<file path="src/hw/rtl/tipm_pkg.sv">
// Shared types, request codes and register indexes of the two-input pulse merger.
package tipm_pkg;

  localparam int ADDR_BITS_DEFAULT = 6;
  localparam int REQ_BITS          = 3;
  localparam int CFG_INDEX_BITS    = 2;
  localparam int CFG_DATA_BITS     = 1;

  typedef enum logic [REQ_BITS-1:0] {
    REQ_OVERWRITE   = 3'd0,
    REQ_NONBLOCKING = 3'd1,
    REQ_READ        = 3'd2,
    REQ_RISE        = 3'd3,
    REQ_FALL        = 3'd4
  } req_t;

  localparam logic [CFG_INDEX_BITS-1:0] CFG_MERGE_ENABLE = 2'd0;
  localparam logic [CFG_INDEX_BITS-1:0] CFG_INPUT_SELECT = 2'd1;
  localparam logic [CFG_INDEX_BITS-1:0] CFG_SLOW_MODE    = 2'd2;

  typedef struct packed {
    logic merge_enable;
    logic input_select;
    logic slow_mode;
  } cfg_t;

endpackage

</file>
<file path="src/hw/rtl/two_input_pulse_merger_unit.sv">
// Top level of the two-input pulse merger: request and result registers around the core.
//
//   Channel  Handshake                  Payload
//   -------  -------------------------  ----------------------------------------
//   config   cfg_wr_en                  cfg_index, cfg_data
//   request  in_valid / in_stall        req_type, port, pulse_addr_in
//   result   out_valid / out_stall      success, pulse_addr_out, overwrote
//
// Every request gives exactly one result: it lands in the request register, then,
// when the result register can take it, runs through the core's single pass of
// flag tests and register moves, and its result goes into the result register.
// A request can be accepted whenever in_stall is low, so the sustained rate is one
// request per cycle while the result side does not stall.
// The synchronous reset clears the configuration, all merger state and both
// valid flags directly; there is no clearing pass.
// A stall on the result side freezes a full result register and, once the request
// register is also full, raises in_stall in the same cycle.
module two_input_pulse_merger_unit
  import tipm_pkg::*;
#(
  parameter int ADDR_BITS = ADDR_BITS_DEFAULT
) (
  input  logic                      clk,
  input  logic                      rst,
  input  logic                      cfg_wr_en,
  input  logic [CFG_INDEX_BITS-1:0] cfg_index,
  input  logic [CFG_DATA_BITS-1:0]  cfg_data,
  input  logic                      in_valid,
  output logic                      in_stall,
  input  logic [REQ_BITS-1:0]       req_type,
  input  logic                      port,
  input  logic [ADDR_BITS-1:0]      pulse_addr_in,
  output logic                      out_valid,
  input  logic                      out_stall,
  output logic                      success,
  output logic [ADDR_BITS-1:0]      pulse_addr_out,
  output logic                      overwrote
);

  cfg_t cfg;

  // Request register.
  logic                 req_valid;
  logic [REQ_BITS-1:0]  req_code;
  logic                 req_port;
  logic [ADDR_BITS-1:0] req_addr;

  // The core runs the held request whenever the result register can take it.
  logic                 advance;
  logic                 step;
  logic                 res_success;
  logic [ADDR_BITS-1:0] res_addr;
  logic                 res_overwrote;

  assign advance  = !out_valid || !out_stall;
  assign step     = req_valid && advance;
  assign in_stall = req_valid && !advance;

  tipm_cfg_regs u_cfg_regs (
    .clk       (clk),
    .rst       (rst),
    .cfg_wr_en (cfg_wr_en),
    .cfg_index (cfg_index),
    .cfg_data  (cfg_data),
    .cfg       (cfg)
  );

  tipm_core #(
    .ADDR_BITS (ADDR_BITS)
  ) u_core (
    .clk           (clk),
    .rst           (rst),
    .cfg           (cfg),
    .step          (step),
    .req           (req_code),
    .port          (req_port),
    .addr          (req_addr),
    .res_success   (res_success),
    .res_addr      (res_addr),
    .res_overwrote (res_overwrote)
  );

  // The request register refills whenever it is empty or drains this cycle.
  always_ff @(posedge clk) begin
    if (rst) begin
      req_valid <= 1'b0;
    end else if (!in_stall) begin
      req_valid <= in_valid;
    end
  end

  always_ff @(posedge clk) begin
    if (!in_stall && in_valid) begin
      req_code <= req_type;
      req_port <= port;
      req_addr <= pulse_addr_in;
    end
  end

  // Result register; it holds a valid result while the result side stalls.
  always_ff @(posedge clk) begin
    if (rst) begin
      out_valid <= 1'b0;
    end else if (advance) begin
      out_valid <= req_valid;
    end
  end

  always_ff @(posedge clk) begin
    if (step) begin
      success        <= res_success;
      pulse_addr_out <= res_addr;
      overwrote      <= res_overwrote;
    end
  end

endmodule

</file>
<file path="src/hw/rtl/tipm_cfg_regs.sv">
// Configuration register file of the pulse merger.
module tipm_cfg_regs
  import tipm_pkg::*;
(
  input  logic                      clk,
  input  logic                      rst,
  input  logic                      cfg_wr_en,
  input  logic [CFG_INDEX_BITS-1:0] cfg_index,
  input  logic [CFG_DATA_BITS-1:0]  cfg_data,
  output cfg_t                      cfg
);

  always_ff @(posedge clk) begin
    if (rst) begin
      cfg <= '0;
    end else if (cfg_wr_en) begin
      unique case (cfg_index)
        CFG_MERGE_ENABLE: cfg.merge_enable <= cfg_data[0];
        CFG_INPUT_SELECT: cfg.input_select <= cfg_data[0];
        CFG_SLOW_MODE:    cfg.slow_mode    <= cfg_data[0];
        default: begin
        end
      endcase
    end
  end

endmodule

</file>
<file path="src/hw/rtl/tipm_core.sv">
// Merger state registers and the single-pass request logic that updates them.
module tipm_core
  import tipm_pkg::*;
#(
  parameter int ADDR_BITS = ADDR_BITS_DEFAULT
) (
  input  logic                 clk,
  input  logic                 rst,
  input  cfg_t                 cfg,
  input  logic                 step,
  input  logic [REQ_BITS-1:0]  req,
  input  logic                 port,
  input  logic [ADDR_BITS-1:0] addr,
  output logic                 res_success,
  output logic [ADDR_BITS-1:0] res_addr,
  output logic                 res_overwrote
);

  logic [1:0][ADDR_BITS-1:0] in_data, in_data_next;
  logic [1:0]                in_full, in_full_next;
  logic [ADDR_BITS-1:0]      out_data, out_data_next;
  logic                      out_full, out_full_next;
  logic                      last_served, last_served_next;
  logic                      slow_hold, slow_hold_next;
  logic                      moved_this_cycle, moved_this_cycle_next;

  always_comb begin
    logic do_xfer;
    logic found;
    logic pick;
    logic other;

    in_data_next          = in_data;
    in_full_next          = in_full;
    out_data_next         = out_data;
    out_full_next         = out_full;
    last_served_next      = last_served;
    slow_hold_next        = slow_hold;
    moved_this_cycle_next = moved_this_cycle;
    res_success           = 1'b0;
    res_addr              = '0;
    res_overwrote         = 1'b0;
    do_xfer               = 1'b0;
    found                 = 1'b0;
    pick                  = 1'b0;
    other                 = ~last_served;

    case (req)
      REQ_OVERWRITE, REQ_NONBLOCKING: begin
        if (cfg.merge_enable || (port == cfg.input_select)) begin
          if (in_full[port]) begin
            if (req == REQ_OVERWRITE) begin
              in_data_next[port] = addr;
              res_overwrote      = 1'b1;
            end
          end else begin
            in_data_next[port] = addr;
            in_full_next[port] = 1'b1;
            res_success        = 1'b1;
          end
        end
      end
      REQ_READ: begin
        if (out_full && !moved_this_cycle) begin
          res_addr      = out_data;
          out_data_next = '0;
          out_full_next = 1'b0;
          res_success   = 1'b1;
          do_xfer       = 1'b1;
        end
      end
      REQ_RISE: begin
        do_xfer = !out_full;
      end
      REQ_FALL: begin
        moved_this_cycle_next = 1'b0;
      end
      default: begin
      end
    endcase

    // At most one move into the output register until a REQ_FALL request clears the moved flag.
    if (do_xfer && !moved_this_cycle) begin
      if (slow_hold) begin
        slow_hold_next = 1'b0;
      end else if (!out_full_next) begin
        if (cfg.merge_enable) begin
          if (in_full[other]) begin
            pick  = other;
            found = 1'b1;
          end else if (in_full[last_served]) begin
            pick  = last_served;
            found = 1'b1;
          end
        end else if (in_full[cfg.input_select]) begin
          pick  = cfg.input_select;
          found = 1'b1;
        end
        if (found) begin
          out_data_next      = in_data[pick];
          out_full_next      = 1'b1;
          in_full_next[pick] = 1'b0;
          last_served_next   = pick;
          if (cfg.slow_mode) begin
            slow_hold_next = 1'b1;
          end
        end
      end
      moved_this_cycle_next = 1'b1;
    end
  end

  always_ff @(posedge clk) begin
    if (rst) begin
      in_data          <= '0;
      in_full          <= '0;
      out_data         <= '0;
      out_full         <= 1'b0;
      last_served      <= 1'b1;
      slow_hold        <= 1'b0;
      moved_this_cycle <= 1'b0;
    end else if (step) begin
      in_data          <= in_data_next;
      in_full          <= in_full_next;
      out_data         <= out_data_next;
      out_full         <= out_full_next;
      last_served      <= last_served_next;
      slow_hold        <= slow_hold_next;
      moved_this_cycle <= moved_this_cycle_next;
    end
  end

  a_fall_clears_moved: assert property (@(posedge clk) disable iff (rst)
    (step && req == REQ_FALL) |=> !moved_this_cycle)
    else $error("falling edge did not clear the once-per-cycle flag");

  a_read_marks_moved: assert property (@(posedge clk) disable iff (rst)
    (step && req == REQ_READ && out_full && !moved_this_cycle) |=> moved_this_cycle)
    else $error("successful read did not use up the cycle's transfer");

  a_no_hold_without_slow: assert property (@(posedge clk) disable iff (rst)
    (step && !cfg.slow_mode && !slow_hold) |=> !slow_hold)
    else $error("slow hold set while slow mode is off");

  a_fill_grows_by_one: assert property (@(posedge clk) disable iff (rst)
    step |=> ($countones(in_full) <= $countones($past(in_full)) + 1))
    else $error("more than one input register filled by one request");

endmodule
</file>
<file path="config.mk">
export PLATFORM = sky130hd
export DESIGN_NAME = two_input_pulse_merger_unit
export DESIGN_NICKNAME = d
export VERILOG_FILES = /design/src/hw/rtl/tipm_pkg.sv /design/src/hw/rtl/two_input_pulse_merger_unit.sv /design/src/hw/rtl/tipm_cfg_regs.sv /design/src/hw/rtl/tipm_core.sv
export SDC_FILE = /design/constraint.sdc
export NUM_CORES = 1
export LEC_CHECK = 0
export BUFFER_PORTS_ARGS = -buffer_cell sky130_fd_sc_hd__buf_4
export CAP_MARGIN = 30
export CORE_AREA = 3 3 87 89
export CTS_BUF_LIST = sky130_fd_sc_hd__clkbuf_8
export CTS_CLUSTER_SIZE = 30
export DETAILED_ROUTE_END_ITERATION = 8
export DIE_AREA = 0 0 90 92
export PLACE_DENSITY = 0.58
export RECOVER_POWER = 100
export SLEW_MARGIN = 20
export SYNTH_ARGS = -nofsm -noshare
export SYNTH_HDL_FRONTEND = slang
export SYNTH_SLANG_ARGS = --single-unit
</file>
<file path="constraint.sdc">
create_clock -name clk -period 2.15 [get_ports clk]
set_clock_uncertainty 0.2 [all_clocks]
set_input_delay 0.43 -clock clk [delete_from_list [all_inputs] [get_ports clk]]
set_output_delay 0.43 -clock clk [all_outputs]
set_load 0.01 [all_outputs]
</file>
==> parameters.txt <==
Parameter                              Value

Worst hold path
  Startpoint of the lowest-slack hold path    req_type[0]
  Hold EP    req_code[0]$_DFFE_PP_
  Worst Hold Class    in2reg
  Hold path depth    1

Worst setup path
  Longest individual stage delay on the worst path    approximately 510 ps
  Crit path max fanout    14
  Reg2reg path depth    4
  Setup crit start kind    flop
  Critical path, cell by cell    o21a_4 -> o221ai_2 -> a211o_2 -> a21oi_1
  Worst reg2reg path endpoint    u_core.out_data[1]$_SDFFE_PP0N_
  Slowest library cell on the worst path    sky130_fd_sc_hd__dfxtp_1
  WS Path Type    reg2reg
  Worst Path Arrival    roughly 1900 ps
  Worst flop-to-flop path startpoint    u_core.in_full[1]$_SDFFE_PP0N_
  Sort of element at the end of the critical path    flop
  Critical path data required time    between 2000 and 2500 ps
  Reg2Reg Setup Slack    around 320 ps

GRT
  First-pass GRT wire length    around 7200 um
  Highest-utilization routing layer at the global route stage    met2
  GRT Overall Usage    0.1091
  Pin count of the biggest net entering global routing    30
  Initial antenna violation count    0
  Global route overflow    0
  Global Route met1 Usage    0.1433
  Vias in the first global route    ~1500
  Met3 GRT Util    0.03199
  Met2 routing resource usage after global routing    0.1693

Status
  Status    finished clean

Clock network
  Clock transition time at the flip-flop clock pins of the worst setup and hold paths    ~90 ps
  Number of buffers inserted to repair setup after CTS    0
  TritonCTS clock tree    done
  Later-pin clock latency in the skew report    roughly 300 ps
  Resized cells post-CTS    0
  CTS Buffer Depth    2
  TritonCTS Sinks    47
  Total number of H-tree levels    2
  Clock root cell    sky130_fd_sc_hd__clkbuf_8
  Number of hold buffers added after cts    0
  TritonCTS Buffers    5

Layout
  Layout Cell Area excl Fill    approximately 2400 um^2
  Synth-to-layout area growth    17.02%
  # nets final    between 200 and 250
  Layout cell share with drive strength beyond 1    0.1606
  Filler instances    739
  Antenna Diode Count    0
  Fraction of the core area covered by cells at the end of the flow    0.3513
  Most frequent cells in the layout    sky130_fd_sc_hd__dfxtp_1 (29), sky130_fd_sc_hd__nor2_1 (22), sky130_fd_sc_hd__edfxtp_1 (18)
  Leading cell type in the layout, fill and taps excluded    sky130_fd_sc_hd__dfxtp_1

Place
  Post-DP Area    2376 um^2
  Port-buffer cells    27
  Worst setup timing slack at the placement stage    between 300 and 400 ps
  Final Wtd Congestion    roughly 0.78
  HPWL after detailed placement    approximately 3000 um

STA
  Final period demand of the worst path    1831 ps
  Total Negative Setup Slacks    0 ps
  Post-route setup slack    approximately 320 ps
  Max-slew violation total from the final report    0
  Share of the clock period used by the worst path    0.8514
  RSZ-0062 raised after global routing    no
  Worst slew margin relative to its limit    0.5497
  Final count of hold timing violations    0
  Peak clock frequency supported by timing    roughly 0.55 GHz
  Finish-stage setup viols    0
  Slew at the pin closest to its max-slew limit    about 680 ps

Synth
  Syn Inst Count    186
  Post-synthesis net count    between 200 and 250
  Ys Warns    0
  Fraction of the yosys area taken by sequential cells    0.5467
  Number of distinct library cells after synthesis    39
  Flops & latches, synth    between 40 and 50
  Cell Area, Synth    2051 um^2
  Mean Syn Cell Area    ~11 um^2

Die
  Horiz. Die Dim    about 90 um
  Area of the placeable core    between 6000 and 7000 um^2
  Die Y    92 um
  Num rows    30
  Total I/O pin count    28
  Die area    8280 um^2
  Initial Util    0.3002

Routing
  Vias per Instance    around 4.7
  Final routed wirelength across all metal layers    slightly above 4000 um
  Via count    between 1000 and 1500
  Final antenna-violating net count    0
  Number of detailed-route iterations in the first pass    4
  Initial drt markers    between 100 and 150
  Mean routed wirelength per cell    13.24 um
  Residual DRC count    0

Power
  Static leakage    ~0.9 nW
  Ratio of total power to cell area    around 710 nW/um^2
  Max rail drop VDD    244.2 uV

Run
  Maxcap violations    0
layer usage:
| metal | wire, um | share of wire | vias to the layer above |
|---|---|---|---|
| met5 | 0 | 0 | - |
| met4 | 76 | 0.018 | 0 |
| met3 | 161 | 0.039 | 9 |
| met2 | 1835 | 0.44 | 28 |
| met1 | 2081 | 0.50 | 682 |
| li1 | - | - | 747 |
layout make-up:
class,count,area (um^2),share of cell area
inverter,2,7.507,0.003128
multi-input combinational,126,830.8,0.3462
clock inverter,3,41.29,0.01721
timing repair buffer,35,210.2,0.08759
sequential,47,1121,0.4672
clock buffer,5,68.82,0.02868
tap,96,120.1,0.05005
critical path, delay by kind of cell (launching register included):
| family | cells | cell delay (ps) |
|---|---|---|
| AOI/OAI and AO/OA | 4 | 1050 |
| DFF | 1 | 510 |
through the flow:
step           std cells  hold WS (ps)  power [mW]
4_1_cts              314         87.53       1.743
3_5_place_dp         306         250.3       1.107
3_3_place_gp         306         242.1       1.106
6_report             314         119.9       1.703
2_1_floorplan        186         231.9       1.047
5_1_grt              314         101.9       1.789
worst max-delay path by stage:
stage	startpoint	endpoint	slack, ps	cells past startpoint
floorplan	out_stall	req_addr[0]$_DFFE_PP_	420	2
global placement	u_cfg_regs.cfg[1]$_SDFFE_PP0P_	u_core.out_data[1]$_SDFFE_PP0N_	370	4
detailed placement	u_cfg_regs.cfg[1]$_SDFFE_PP0P_	u_core.out_data[1]$_SDFFE_PP0N_	360	4
CTS	u_cfg_regs.cfg[1]$_SDFFE_PP0P_	u_core.out_data[1]$_SDFFE_PP0N_	320	4
global route	u_core.in_full[1]$_SDFFE_PP0N_	u_core.out_data[1]$_SDFFE_PP0N_	160	4
finish	u_core.in_full[1]$_SDFFE_PP0N_	u_core.out_data[1]$_SDFFE_PP0N_	320	4
state kept, by name, summed over array words and instances (netlist names), 2 cells and up:
register         cells
u_core.in_data      12
u_core.in_full       2
u_cfg_regs.cfg       3
pulse_addr_out       6
u_core.out_data      6
req_code             3
req_addr             6
power breakdown:
group / switching [mW] / total, mW / internal, mW / leakage, nW
logic: 0.0587 / 0.104 / 0.0449 / 0.454
clock network: 0.293 / 0.635 / 0.342 / 0.0556
registers: 0.0169 / 0.965 / 0.948 / 0.409
synthesized netlist by cell type, drive strengths merged:
cell type | n | area, um^2
a31oi | 2 | 12.51
o21ba | 2 | 20.02
nand2 | 6 | 22.52
o2111ai | 2 | 52.55
a21boi | 2 | 18.77
mux2i | 16 | 160.2
inv | 2 | 7.510
o221ai | 1 | 15.01
dfxtp | 29 | 580.6
nand3b | 2 | 15.01
and3 | 8 | 50.05
nand3 | 10 | 50.05
a21oi | 10 | 50.05
and2b | 1 | 7.510
nor2b | 2 | 12.51
a211o | 6 | 55.05
o21a | 2 | 22.52
o211a | 1 | 10.01
nor2 | 22 | 82.58
nand2b | 3 | 18.77
buf | 5 | 32.53
nor3b | 2 | 20.02
xnor2 | 1 | 16.27
o22ai | 1 | 6.260
o21ai | 11 | 55.05
nor3 | 4 | 20.02
o211ai | 8 | 60.06
clkbuf | 6 | 25.02
o221a | 1 | 11.26
edfxtp | 18 | 540.5
kinds of logic (layout without fill, tap and decap cells):
family / after synthesis / count (layout) / share of synthesized area
mux: 16 / 16 / 0.07809
compound gates: 49 / 49 / 0.1897
buf+inv: 13 / 45 / 0.03173
xor+xnor: 1 / 1 / 0.007934
flops: 47 / 47 / 0.5467
simple gates: 60 / 60 / 0.1458
Power figures use the tool's default switching activity.
